===== src/design/amd_pkg.sv =====
// amd_pkg: constants, types and the row dilation function of the alpha mask dilation unit
// no dependencies; used by every module of the block
`timescale 1ns / 1ps
`default_nettype none

package amd_pkg;

  // image geometry and dilation radius
  localparam int IMAGE_WIDTH   = 192;
  localparam int IMAGE_HEIGHT  = 288;
  localparam int DILATE_RADIUS = 4;

  // output word geometry
  localparam int WORD_BITS = 64;
  localparam int WORDS     = (IMAGE_WIDTH + WORD_BITS - 1) / WORD_BITS;
  localparam int ROW_BITS  = WORDS * WORD_BITS;
  localparam int WIN_ROWS  = 2 * DILATE_RADIUS + 1;

  // field and counter widths
  localparam int ALPHA_W      = 8;
  localparam int MASK_ROW_W   = 9;
  localparam int WORD_INDEX_W = 2;
  localparam int COL_W        = $clog2(IMAGE_WIDTH);
  localparam int ROW_W        = $clog2(IMAGE_HEIGHT);
  localparam int SLOT_W       = $clog2(WIN_ROWS);
  localparam int WIDX_W       = (WORDS > 1) ? $clog2(WORDS) : 1;

  typedef logic [ROW_BITS-1:0]  row_t;
  typedef logic [WORD_BITS-1:0] word_t;

  // one completed, horizontally dilated row handed from front to back
  typedef struct packed {
    row_t              bits;
    logic [ROW_W-1:0]  row;
    logic [SLOT_W-1:0] slot;
    logic              last;
  } row_job_t;

  // horizontal dilation with no wrap, columns past the image width forced to zero
  function automatic row_t dilate_row(input row_t src);
    row_t acc;
    row_t valid_cols;
    acc = src;
    valid_cols = '0;
    for (int n = 1; n <= DILATE_RADIUS; n++) begin
      acc = acc | (src << n) | (src >> n);
    end
    for (int i = 0; i < ROW_BITS; i++) begin
      valid_cols[i] = (i < IMAGE_WIDTH);
    end
    return acc & valid_cols;
  endfunction

endpackage

`default_nettype wire


===== src/design/amd_job_fifo.sv =====
// amd_job_fifo: two-entry queue of completed row jobs between front and back
// depends on amd_pkg for row_job_t
`timescale 1ns / 1ps
`default_nettype none

module amd_job_fifo
  import amd_pkg::*;
(
  input  wire logic     clk_i,
  input  wire logic     rst_ni,
  input  wire logic     push_i,
  input  wire row_job_t push_data_i,
  output logic          full_o,
  output logic          valid_o,
  input  wire logic     pop_i,
  output row_job_t      pop_data_o
);

  localparam int DEPTH = 2;

  row_job_t   mem_q [DEPTH];
  logic       wr_ptr_q, wr_ptr_d;
  logic       rd_ptr_q, rd_ptr_d;
  logic [1:0] cnt_q, cnt_d;
  logic       do_push, do_pop;

  assign full_o     = (cnt_q == 2'(DEPTH));
  assign valid_o    = (cnt_q != 2'd0);
  assign pop_data_o = mem_q[rd_ptr_q];
  assign do_push    = push_i && !full_o;
  assign do_pop     = pop_i && valid_o;

  // pointer and fill count update
  always_comb begin
    wr_ptr_d = do_push ? !wr_ptr_q : wr_ptr_q;
    rd_ptr_d = do_pop ? !rd_ptr_q : rd_ptr_q;
    cnt_d    = cnt_q;
    if (do_push && !do_pop) begin
      cnt_d = cnt_q + 2'd1;
    end else if (do_pop && !do_push) begin
      cnt_d = cnt_q - 2'd1;
    end
  end

  always_ff @(posedge clk_i or negedge rst_ni) begin
    if (!rst_ni) begin
      wr_ptr_q <= 1'b0;
      rd_ptr_q <= 1'b0;
      cnt_q    <= 2'd0;
    end else begin
      wr_ptr_q <= wr_ptr_d;
      rd_ptr_q <= rd_ptr_d;
      cnt_q    <= cnt_d;
    end
  end

  // entry storage
  always_ff @(posedge clk_i) begin
    if (do_push) begin
      mem_q[wr_ptr_q] <= push_data_i;
    end
  end

  // fill count stays within depth
  assert property (@(posedge clk_i) disable iff (!rst_ni) cnt_q <= 2'(DEPTH))
    else $error("job queue count over depth");

  // the front never pushes into a full queue
  assert property (@(posedge clk_i) disable iff (!rst_ni) push_i |-> !full_o)
    else $error("row job pushed into full queue");

endmodule

`default_nettype wire


===== src/design/amd_front.sv =====
// amd_front: accepts alpha items, assembles a row and dilates it horizontally
// depends on amd_pkg; pushes row jobs into amd_job_fifo
`timescale 1ns / 1ps
`default_nettype none

module amd_front
  import amd_pkg::*;
(
  input  wire logic               clk_i,
  input  wire logic               rst_ni,
  input  wire logic               in_valid_i,
  output logic                    in_stall_o,
  input  wire logic [ALPHA_W-1:0] alpha_i,
  input  wire logic               frame_start_i,
  output logic                    job_push_o,
  output row_job_t                job_o,
  input  wire logic               job_full_i
);

  logic [COL_W-1:0]  col_q, col_d, col_cur;
  logic [ROW_W-1:0]  row_q, row_d, row_cur;
  logic [SLOT_W-1:0] slot_q, slot_d, slot_cur;
  row_t              asm_q, asm_d, asm_cur, asm_set;
  logic              accept, row_end, row_last;

  assign in_stall_o = job_full_i;
  assign accept     = in_valid_i && !in_stall_o;

  // frame start restarts the counters before this item is placed
  always_comb begin
    col_cur  = frame_start_i ? '0 : col_q;
    row_cur  = frame_start_i ? '0 : row_q;
    slot_cur = frame_start_i ? '0 : slot_q;
    asm_cur  = frame_start_i ? '0 : asm_q;
    asm_set  = asm_cur | (row_t'(alpha_i != '0) << col_cur);
    row_end  = (col_cur == COL_W'(IMAGE_WIDTH - 1));
    row_last = (row_cur == ROW_W'(IMAGE_HEIGHT - 1));
  end

  // completed row job
  always_comb begin
    job_push_o = accept && row_end;
    job_o.bits = dilate_row(asm_set);
    job_o.row  = row_cur;
    job_o.slot = slot_cur;
    job_o.last = row_last;
  end

  // column, row and window slot counters
  always_comb begin
    col_d  = col_q;
    row_d  = row_q;
    slot_d = slot_q;
    asm_d  = asm_q;
    if (accept) begin
      if (row_end) begin
        col_d  = '0;
        asm_d  = '0;
        row_d  = row_last ? '0 : row_cur + ROW_W'(1);
        slot_d = (slot_cur == SLOT_W'(WIN_ROWS - 1)) ? '0 : slot_cur + SLOT_W'(1);
      end else begin
        col_d  = col_cur + COL_W'(1);
        asm_d  = asm_set;
        row_d  = row_cur;
        slot_d = slot_cur;
      end
    end
  end

  always_ff @(posedge clk_i or negedge rst_ni) begin
    if (!rst_ni) begin
      col_q  <= '0;
      row_q  <= '0;
      slot_q <= '0;
      asm_q  <= '0;
    end else begin
      col_q  <= col_d;
      row_q  <= row_d;
      slot_q <= slot_d;
      asm_q  <= asm_d;
    end
  end

endmodule

`default_nettype wire


===== src/design/amd_back.sv =====
// amd_back: holds the window of dilated rows and emits vertically dilated mask words
// depends on amd_pkg; pops row jobs from amd_job_fifo
`timescale 1ns / 1ps
`default_nettype none

module amd_back
  import amd_pkg::*;
(
  input  wire logic                     clk_i,
  input  wire logic                     rst_ni,
  input  wire logic                     job_valid_i,
  input  wire row_job_t                 job_i,
  output logic                          job_pop_o,
  output logic                          out_valid_o,
  input  wire logic                     out_stall_i,
  output logic [MASK_ROW_W-1:0]         mask_row_o,
  output logic [WORD_INDEX_W-1:0]       word_index_o,
  output logic [WORD_BITS-1:0]          mask_bits_o,
  output logic                          frame_last_o
);

  // window of dilated rows, slot = arrival row mod window size
  row_t ring_q [WIN_ROWS];

  logic              busy_q, busy_d;
  logic [ROW_W-1:0]  r_q, py_q, py_d, end_q;
  logic [ROW_W-1:0]  first_py, end_py;
  logic [SLOT_W-1:0] slot_q;
  logic              last_q;
  logic [WIDX_W-1:0] w_q, w_d;
  logic              start_emit, load, word_last;

  logic                    out_valid_q;
  logic [MASK_ROW_W-1:0]   mask_row_q;
  logic [WORD_INDEX_W-1:0] word_index_q;
  word_t                   mask_bits_q;
  logic                    frame_last_q;

  logic [ROW_W:0] y0, y1, lo, hi, py_ext, r_ext;
  logic [SLOT_W:0] age [WIN_ROWS];
  word_t acc;

  assign job_pop_o = job_valid_i && !busy_q;
  assign load      = busy_q && (!out_valid_q || !out_stall_i);
  assign word_last = (w_q == WIDX_W'(WORDS - 1));

  // output rows that a completed row releases
  always_comb begin
    if (job_i.last) begin
      first_py   = (job_i.row >= ROW_W'(DILATE_RADIUS))
                   ? job_i.row - ROW_W'(DILATE_RADIUS) : '0;
      end_py     = ROW_W'(IMAGE_HEIGHT - 1);
      start_emit = 1'b1;
    end else begin
      first_py   = job_i.row - ROW_W'(DILATE_RADIUS);
      end_py     = first_py;
      start_emit = (job_i.row >= ROW_W'(DILATE_RADIUS));
    end
  end

  // OR of the window rows within the radius of the current output row
  always_comb begin
    py_ext = {1'b0, py_q};
    r_ext  = {1'b0, r_q};
    y0 = (py_q >= ROW_W'(DILATE_RADIUS)) ? py_ext - (ROW_W+1)'(DILATE_RADIUS) : '0;
    y1 = (py_ext + (ROW_W+1)'(DILATE_RADIUS) > (ROW_W+1)'(IMAGE_HEIGHT - 1))
         ? (ROW_W+1)'(IMAGE_HEIGHT - 1) : py_ext + (ROW_W+1)'(DILATE_RADIUS);
    lo  = r_ext - y1;
    hi  = r_ext - y0;
    acc = '0;
    for (int s = 0; s < WIN_ROWS; s++) begin
      age[s] = (slot_q >= SLOT_W'(s))
               ? {1'b0, slot_q} - (SLOT_W+1)'(s)
               : {1'b0, slot_q} + (SLOT_W+1)'(WIN_ROWS - s);
      if ((ROW_W+1)'(age[s]) >= lo && (ROW_W+1)'(age[s]) <= hi) begin
        acc = acc | ring_q[s][w_q*WORD_BITS +: WORD_BITS];
      end
    end
  end

  // word and row sequencing
  always_comb begin
    busy_d = busy_q;
    py_d   = py_q;
    w_d    = w_q;
    if (job_pop_o) begin
      busy_d = start_emit;
      py_d   = first_py;
      w_d    = '0;
    end else if (load) begin
      if (word_last) begin
        w_d = '0;
        if (py_q == end_q) begin
          busy_d = 1'b0;
        end else begin
          py_d = py_q + ROW_W'(1);
        end
      end else begin
        w_d = w_q + WIDX_W'(1);
      end
    end
  end

  always_ff @(posedge clk_i or negedge rst_ni) begin
    if (!rst_ni) begin
      busy_q      <= 1'b0;
      py_q        <= '0;
      w_q         <= '0;
      out_valid_q <= 1'b0;
    end else begin
      busy_q <= busy_d;
      py_q   <= py_d;
      w_q    <= w_d;
      if (load) begin
        out_valid_q <= 1'b1;
      end else if (!out_stall_i) begin
        out_valid_q <= 1'b0;
      end
    end
  end

  // job fields and window write
  always_ff @(posedge clk_i) begin
    if (job_pop_o) begin
      ring_q[job_i.slot] <= job_i.bits;
      r_q                <= job_i.row;
      slot_q             <= job_i.slot;
      last_q             <= job_i.last;
      end_q              <= end_py;
    end
  end

  // output register
  always_ff @(posedge clk_i) begin
    if (load) begin
      mask_row_q   <= MASK_ROW_W'(ROW_W'(IMAGE_HEIGHT - 1) - py_q);
      word_index_q <= WORD_INDEX_W'(w_q);
      mask_bits_q  <= acc;
      frame_last_q <= last_q && (py_q == end_q) && word_last;
    end
  end

  assign out_valid_o  = out_valid_q;
  assign mask_row_o   = mask_row_q;
  assign word_index_o = word_index_q;
  assign mask_bits_o  = mask_bits_q;
  assign frame_last_o = frame_last_q;

  // the output row never runs past the end of its range
  assert property (@(posedge clk_i) disable iff (!rst_ni) busy_q |-> py_q <= end_q)
    else $error("output row past end of range");

  // an ordinary row releases exactly one output row
  assert property (@(posedge clk_i) disable iff (!rst_ni) (load && !last_q) |-> py_q == end_q)
    else $error("ordinary row emitting more than one output row");

  // frame end flag only on the final word of a row
  assert property (@(posedge clk_i) disable iff (!rst_ni)
    (out_valid_o && frame_last_o) |-> word_index_o == WORD_INDEX_W'(WORDS - 1))
    else $error("frame end flag on a word that is not the last of its row");

endmodule

`default_nettype wire


===== src/design/alpha_mask_dilate_unit.sv =====
// alpha_mask_dilate_unit: top level of the streaming square dilation of an alpha mask
// depends on amd_pkg, amd_front, amd_job_fifo and amd_back
`timescale 1ns / 1ps
`default_nettype none

// Takes one alpha item per clock when not stalled, in raster order, bottom row first,
// and returns the mask dilated by DILATE_RADIUS in both directions as 64-bit words,
// three per row at the default width. The front accepts one pixel every unstalled
// cycle and, on the last pixel of a row, dilates the row horizontally and queues it
// (two rows of queue). The back writes a queued row into its nine-row window and then
// sends one word per unstalled output cycle through an output register: WORDS words
// for each row from the fifth on, and 5*WORDS words after the last row of the frame,
// which flushes the bottom rows. Input is stalled only when both queue entries are
// held, i.e. when the output stalls while two more rows arrive and the back holds one.

module alpha_mask_dilate_unit
  import amd_pkg::*;
(
  input  wire logic                     clk_i,
  input  wire logic                     rst_ni,
  input  wire logic                     in_valid_i,
  output logic                          in_stall_o,
  input  wire logic [ALPHA_W-1:0]       alpha_i,
  input  wire logic                     frame_start_i,
  output logic                          out_valid_o,
  input  wire logic                     out_stall_i,
  output logic [MASK_ROW_W-1:0]         mask_row_o,
  output logic [WORD_INDEX_W-1:0]       word_index_o,
  output logic [WORD_BITS-1:0]          mask_bits_o,
  output logic                          frame_last_o
);

  logic     job_push, job_full, job_valid, job_pop;
  row_job_t push_job, pop_job;

  // row assembly and horizontal dilation
  amd_front u_front (
    .clk_i         (clk_i),
    .rst_ni        (rst_ni),
    .in_valid_i    (in_valid_i),
    .in_stall_o    (in_stall_o),
    .alpha_i       (alpha_i),
    .frame_start_i (frame_start_i),
    .job_push_o    (job_push),
    .job_o         (push_job),
    .job_full_i    (job_full)
  );

  // queue of completed rows
  amd_job_fifo u_fifo (
    .clk_i       (clk_i),
    .rst_ni      (rst_ni),
    .push_i      (job_push),
    .push_data_i (push_job),
    .full_o      (job_full),
    .valid_o     (job_valid),
    .pop_i       (job_pop),
    .pop_data_o  (pop_job)
  );

  // vertical dilation and word output
  amd_back u_back (
    .clk_i        (clk_i),
    .rst_ni       (rst_ni),
    .job_valid_i  (job_valid),
    .job_i        (pop_job),
    .job_pop_o    (job_pop),
    .out_valid_o  (out_valid_o),
    .out_stall_i  (out_stall_i),
    .mask_row_o   (mask_row_o),
    .word_index_o (word_index_o),
    .mask_bits_o  (mask_bits_o),
    .frame_last_o (frame_last_o)
  );

endmodule

`default_nettype wire


===== config.mk =====
export PLATFORM = sky130hd
export DESIGN_NAME = alpha_mask_dilate_unit
export DESIGN_NICKNAME = d
export VERILOG_FILES = /design/src/design/amd_pkg.sv /design/src/design/amd_job_fifo.sv /design/src/design/amd_front.sv /design/src/design/amd_back.sv /design/src/design/alpha_mask_dilate_unit.sv
export SDC_FILE = /design/constraint.sdc
export NUM_CORES = 2
export LEC_CHECK = 0
export BUFFER_PORTS_ARGS = -buffer_cell sky130_fd_sc_hd__buf_2
export CAP_MARGIN = 25
export CORE_MARGIN = 10
export CORE_UTILIZATION = 45
export CTS_CLUSTER_SIZE = 30
export DETAILED_ROUTE_END_ITERATION = 10
export PLACE_DENSITY = 0.64
export SETUP_SLACK_MARGIN = 0.2
export SYNTH_ARGS = -nofsm -noshare
export SYNTH_HDL_FRONTEND = slang
export SYNTH_SLANG_ARGS = --single-unit

===== constraint.sdc =====
create_clock -name clk_i -period 32.1 [get_ports clk_i]
set_input_delay 8.025 -clock clk_i [delete_from_list [all_inputs] [get_ports clk_i]]
set_output_delay 8.025 -clock clk_i [all_outputs]
set_load 0.02 [all_outputs]

Yosys cells after proc, flatten, opt, wreduce, memory -nomap -nowiden:

Memory sizes are Yosys's and may differ from the RTL's.
Index checks and enable logic that the tools add are counted.
Widths: inputs -> output; s select.

* add/subtract/negate cells: 30
* $lt $le $gt $ge: 30
* eq/ne operators: 8
* shift-type cells: 10
* muxes and demuxes: 52
* bitwise logic cells: 17
* reduce and logical (&&, ||, !) cells: 36

Operators by type and width (count)
* $shiftx 192x9->64: 9
* $or 192x192->192: 5
* $mux 64: 9
* $or 64x64->64: 8
* $mux 192: 2
* $or 192x188->192: 1
* $or 192x189->192: 1
* $or 192x190->192: 1
* $or 192x191->192: 1
* $shl 1x8->192: 1
* $ge 5x10->1: 9
* $le 5x10->1: 9
* $mux 9: 9
* $mux 5: 9
* $add 4x3->5 const B: 4
* $mux 10: 2
* $sub 4x3->5 const B: 4
* $sub 9x10->10: 2
* $logic_and 1x1->1: 19
* $add 9x1->9 const B: 2
* $ge 9x3->1 const B: 2
* $ge 4x3->1 const B: 4
* $mux 8: 2
* $mux 4: 3
* other kinds (32): 65

* flip-flop bits (word level): 329
* RAM bits: 2140
* bits of input ports: 13
* output and inout bits: 78
* logic and storage cells: 204
* memories kept: 2

Memory list
* u_back.ring_q: words 9, width 192, rd ports 9, clocked after memory_dff 0, write ports 1, RTL line amd_back.sv:23 `row_t ring_q [WIN_ROWS];`
* u_fifo.mem_q: words 2, width 206, rd ports 1, clocked after memory_dff 0, write ports 1, RTL line amd_job_fifo.sv:21 `row_job_t mem_q [DEPTH];`

Depth between registers and ports, before layout:

* depth in word-level cells: 23
* gate-level depth with buffers: 22
* gate-level depth less buffers: 21

Hierarchy:

Synthesis repeated with hierarchy kept, for this count alone.

* cells, all modules: 7657
* area, all modules: 107086.5 um^2

By module, submodules not included
* amd_back: times used 1, cells each 5228, area an instance 77266.6 um^2, seq. area each 55187.9 um^2
* amd_job_fifo: times used 1, cells each 660, area an instance 15592.5 um^2, seq. area each 12472.0 um^2
* amd_front: times used 1, cells each 1769, area an instance 14227.4 um^2, seq. area each 5330.1 um^2

Worst setup path before layout:

No wires, ideal clock.

* kind: input-to-reg
* start: input frame_start_i
* end: memory u_fifo.mem_q[0][0] (netlist name), enable pin
* library setup time: 777 ps
* arrival time: 18476 ps
* slack: 12847 ps
* stages: 11
* buffers on the path: 2
* cell sequence: clkbuf_1 clkinv_1 nand2_1 inv_1 ha_1 nand2_1 or3_1 clkbuf_1 nor3_1 nand2_1 nor2_1

* longest elaborated chain between the ends: 6

Ends and longest elaborated chain
* start: declaration: RTL line alpha_mask_dilate_unit.sv:24 `input wire logic frame_start_i,`
* $mux 8: RTL line amd_front.sv:31 `col_cur = frame_start_i ? '0 : col_q;`
* $eq 8x8->1: RTL line amd_front.sv:36 `row_end = (col_cur == COL_W'(IMAGE_WIDTH - 1));`
* $logic_and 1x1->1: RTL line amd_front.sv:42 `job_push_o = accept && row_end;`
* $logic_and 1x1->1: RTL line amd_job_fifo.sv:30 `assign do_push = push_i && !full_o;`
* $mux 1: RTL line amd_job_fifo.sv:59 `if (do_push) begin`
* $mux 1 (not written as such): RTL line amd_job_fifo.sv:60 `mem_q[wr_ptr_q] <= push_data_i;`
* end: declaration: RTL line amd_job_fifo.sv:21

Every way passes these cells.

Final worst setup path:

* start: input frame_start_i
* end: memory u_fifo.mem_q[0][107] (netlist name), enable pin

The elaborated chain is that of the path after synthesis.

==> reports/results.tsv <==
stage	metric	value	unit
place	Area after DPL	107000	um^2
timing	fin. max-slew vios	0	
timing	Fmax achieved	82.9	MHz
yosys	Syn. warnings	0	
yosys	#FFs+latches synth	2469	
die	die footprint	249000	um^2
clocking	CTS Sinks	2469	
place	Port Buffers	90	
run_status	status	complete, no violations	
route	DR WL/cell	26.5	um
cells_and_area	ratio of cells with drive above 1 in the final layout	10.8	%
timing	final clock skew	0.0444	ns
yosys	Syn Nets	7575	
timing	Worst Tran Pin Value	1.16	ns
yosys	post-synthesis instance total	7424	
power_and_ir_drop	power per cell area	77.8	nW/um^2
clocking	Hold-fix buffers, CTS	0	
power_and_ir_drop	leakage power	38.4	nW
yosys	EDFF count, synth	2239	
die	die height	499	um
yosys	Post-synth top cells	2239 x edfxtp_1, 983 x nand2_1, 749 x o21ai_0, 593 x mux2i_1, 410 x clkbuf_1	
global_routing	largest net degree at the start of global routing	229	
timing	crit path time final	12.07	ns
timing	Final period util	37.6	%
run	max-cap violations	0	
clocking	H-tree levels	4	
timing	Worst slew margin	22.7	%
timing	Hold Fails Final Rpt	0	
yosys	most numerous cell in the Yosys netlist	edfxtp_1	
global_routing	first-pass GRT wire length	416	mm
worst_setup_path	critical path endpoint category	flop	
clocking	total CTS buffers	236	
clocking	CTS tree	yes	
cells_and_area	Final Cell Area	115000	um^2
yosys	Synth cell types	83	
yosys	syn_area_per_cell	13.9	um^2
worst_setup_path	nature of the critical path startpoint	input port	
cells_and_area	Post-Layout Cell Count	10600	
place	pre-CTS setup slack	19.20	ns
cells_and_area	post-layout net count	7579	
timing	final setup fails	0	
clocking	CTS Root Cell	clkbuf_16	
worst_setup_path	Worst EP arrival	12.58	ns
place	DP HPWL	167	mm
cells_and_area	Final Core Density	50.5	%
clocking	clk buf depth	3	
route	Total Routed Length	281	mm
clocking	postcts setup bufs	0	
yosys	async set-reset flop share out of synthesis	9.32	%
die	# rows	175	
die	io pins	91	
global_routing	vias in the first global route	62900	
yosys	dominant cell type by area after synthesis	edfxtp_1	
timing	setup_tns	0	ns
route	Via-to-Cell Ratio	6.04	
route	remaining antenna violation count	0	
clocking	worst skew pair latency	0.89	ns
worst_setup_path	Crit Path Category	input port to flop	
worst_setup_path	crit-path max FO	69	
hold_path	Hold/Removal Path Class	flop to flop	
yosys	Seq/Total Area, Yosys	70.8	%
power_and_ir_drop	Worst VDD drop	0.148	mV
timing	unrepaired setup endpoints after global routing	no	
route	DR iter-0 viols	7437	
global_routing	GRT Total Usage	21.8	%
worst_setup_path	CP required	32.61	ns
yosys	Syn Std Cell Area	103000	um^2
die	chip width	499	um
route	via count	64300	
cells_and_area	Area Overhead vs Synth	11.4	%
yosys	synth top area cells	edfxtp_1 65%, mux2i_1 5.8%, dfrtp_1 5.6%	
clocking	clock slew at reported path FFs	0.06	ns
yosys	post-synth top area share	65.2	%
route	DRC Markers	0	
global_routing	initial antenna violation count	14	
timing	setup ws final	20.03	ns
route	1st-pass router iterations	8	
clocking	post-cts sizing count	0	
die	Core ar.	228000	um^2
yosys	ys flop type	edfxtp_1	
die	starting density of the core	45.3	%
place	Placed Instances	10200	
global_routing	GR Overflow Total	0	
place	routability cong.	0.959	
[report_power, final]
group          internal, W  switching [W]
combinational     0.000728        0.00178
clock              0.00155        0.00121
sequential         0.00360      0.0000713
[per-stage QoR]
stage | power [W] | hold slack, ns
2_1_floorplan | 0.00522 | 0.423
3_5_place_dp | 0.00619 | 0.467
3_3_place_gp | 0.00615 | 0.457
4_1_cts | 0.00894 | 0.477
6_report | 0.00894 | 0.480
5_1_grt | 0.00927 | 0.487
[final timing paths]
| kind | startpoint | endpoint | slack (ns) | depth (start not counted) |
|---|---|---|---|---|
| min in group asynchronous | rst_ni | u_back.out_valid_o | 7.11 | 1 |
| min reg2reg | u_front.asm_q[127] | u_front.asm_q[127] | 0.48 | 2 |
| max | frame_start_i | u_fifo.mem_q[0][107] | 20.03 | 13 |
| max in group asynchronous | rst_ni | u_front.asm_q[130] | 22.64 | 4 |
| max reg2reg | u_back.py_q[2] | u_back.mask_bits_o[23] | 24.42 | 21 |
| min | u_front.asm_q[127] | u_front.asm_q[127] | 0.48 | 2 |
[worst max-delay path: stages]
cell,delay [ns]
buf_6,0.20
inv_4,0.50
nand2_1,0.22
inv_1,0.20
ha_1,0.24
nand2_1,0.06
or3_1,0.42
nor3_2,0.18
buf_4,0.26
nand2_1,0.18
nor2_4,0.28
buf_4,0.78
buf_4,0.85
[per-layer routing]
metal,share of wire (%),GRT usage (%)
met5,0.0085,0
met3,8.6,3.96
met4,3.4,7.62
met2,46,34.3
met1,42,30.6
[sequential cells by signal, indices dropped and copies added, names as in the netlist, 2 cells and up]
| register | flops |
|---|---|
| u_back.mask_row_o | 9 |
| u_back.ring_q | 1728 |
| u_fifo.cnt_q | 2 |
| u_front.col_q | 8 |
| u_back.slot_q | 4 |
| u_front.row_q | 9 |
| u_front.asm_q | 192 |
| u_back.mask_bits_o | 64 |
| u_back.end_q | 9 |
| u_back.r_q | 9 |
| u_fifo.mem_q | 412 |
| u_back.w_q | 2 |
| u_front.slot_q | 4 |
| u_back.py_q | 9 |
| u_back.word_index_o | 2 |
[kinds of logic (layout without fill, tap and decap cells)]
| kind of cell | count (synthesis) | after routing | share of synthesized area [%] |
|---|---|---|---|
| compound gates | 1661 | 1661 | 9.77 |
| xor+xnor | 50 | 50 | 0.425 |
| mux | 792 | 792 | 7.93 |
| other cells | 0 | 3 | 0 |
| simple gates | 1772 | 1772 | 7.40 |
| fa+ha+maj | 138 | 138 | 1.69 |
| flops | 2469 | 2469 | 70.8 |
| buf+inv | 542 | 746 | 2.00 |
[cell usage in the layout (no fill, tap or decap), types with 44 or more instances in the layout]
cell type / count
a21oi_1: 288
o21ai_0: 745
buf_2: 89
nand4_1: 141
clkinv_1: 57
a22o_1: 52
a211oi_1: 52
o22ai_1: 82
nand2_1: 983
a221oi_1: 45
clkbuf_16: 237
ha_1: 136
nor3_1: 46
dfrtp_1: 227
nor2_1: 357
clkbuf_1: 44
mux2_2: 199
nand3_1: 54
inv_1: 76
edfxtp_1: 2239
a22oi_1: 198
mux2i_1: 592
buf_4: 117
[cell type report]
type	instances	area, um^2
clock buffers	285	6150
multi-input cells	4413	28400
clock inverters	153	1520
well taps	3009	3760
fillers	19000	113000
inverters	78	295
repair buffers	230	1810
diodes	3	7.51
flip-flops and latches	2469	73000
Note: power is estimated with default switching activity, not from simulation.
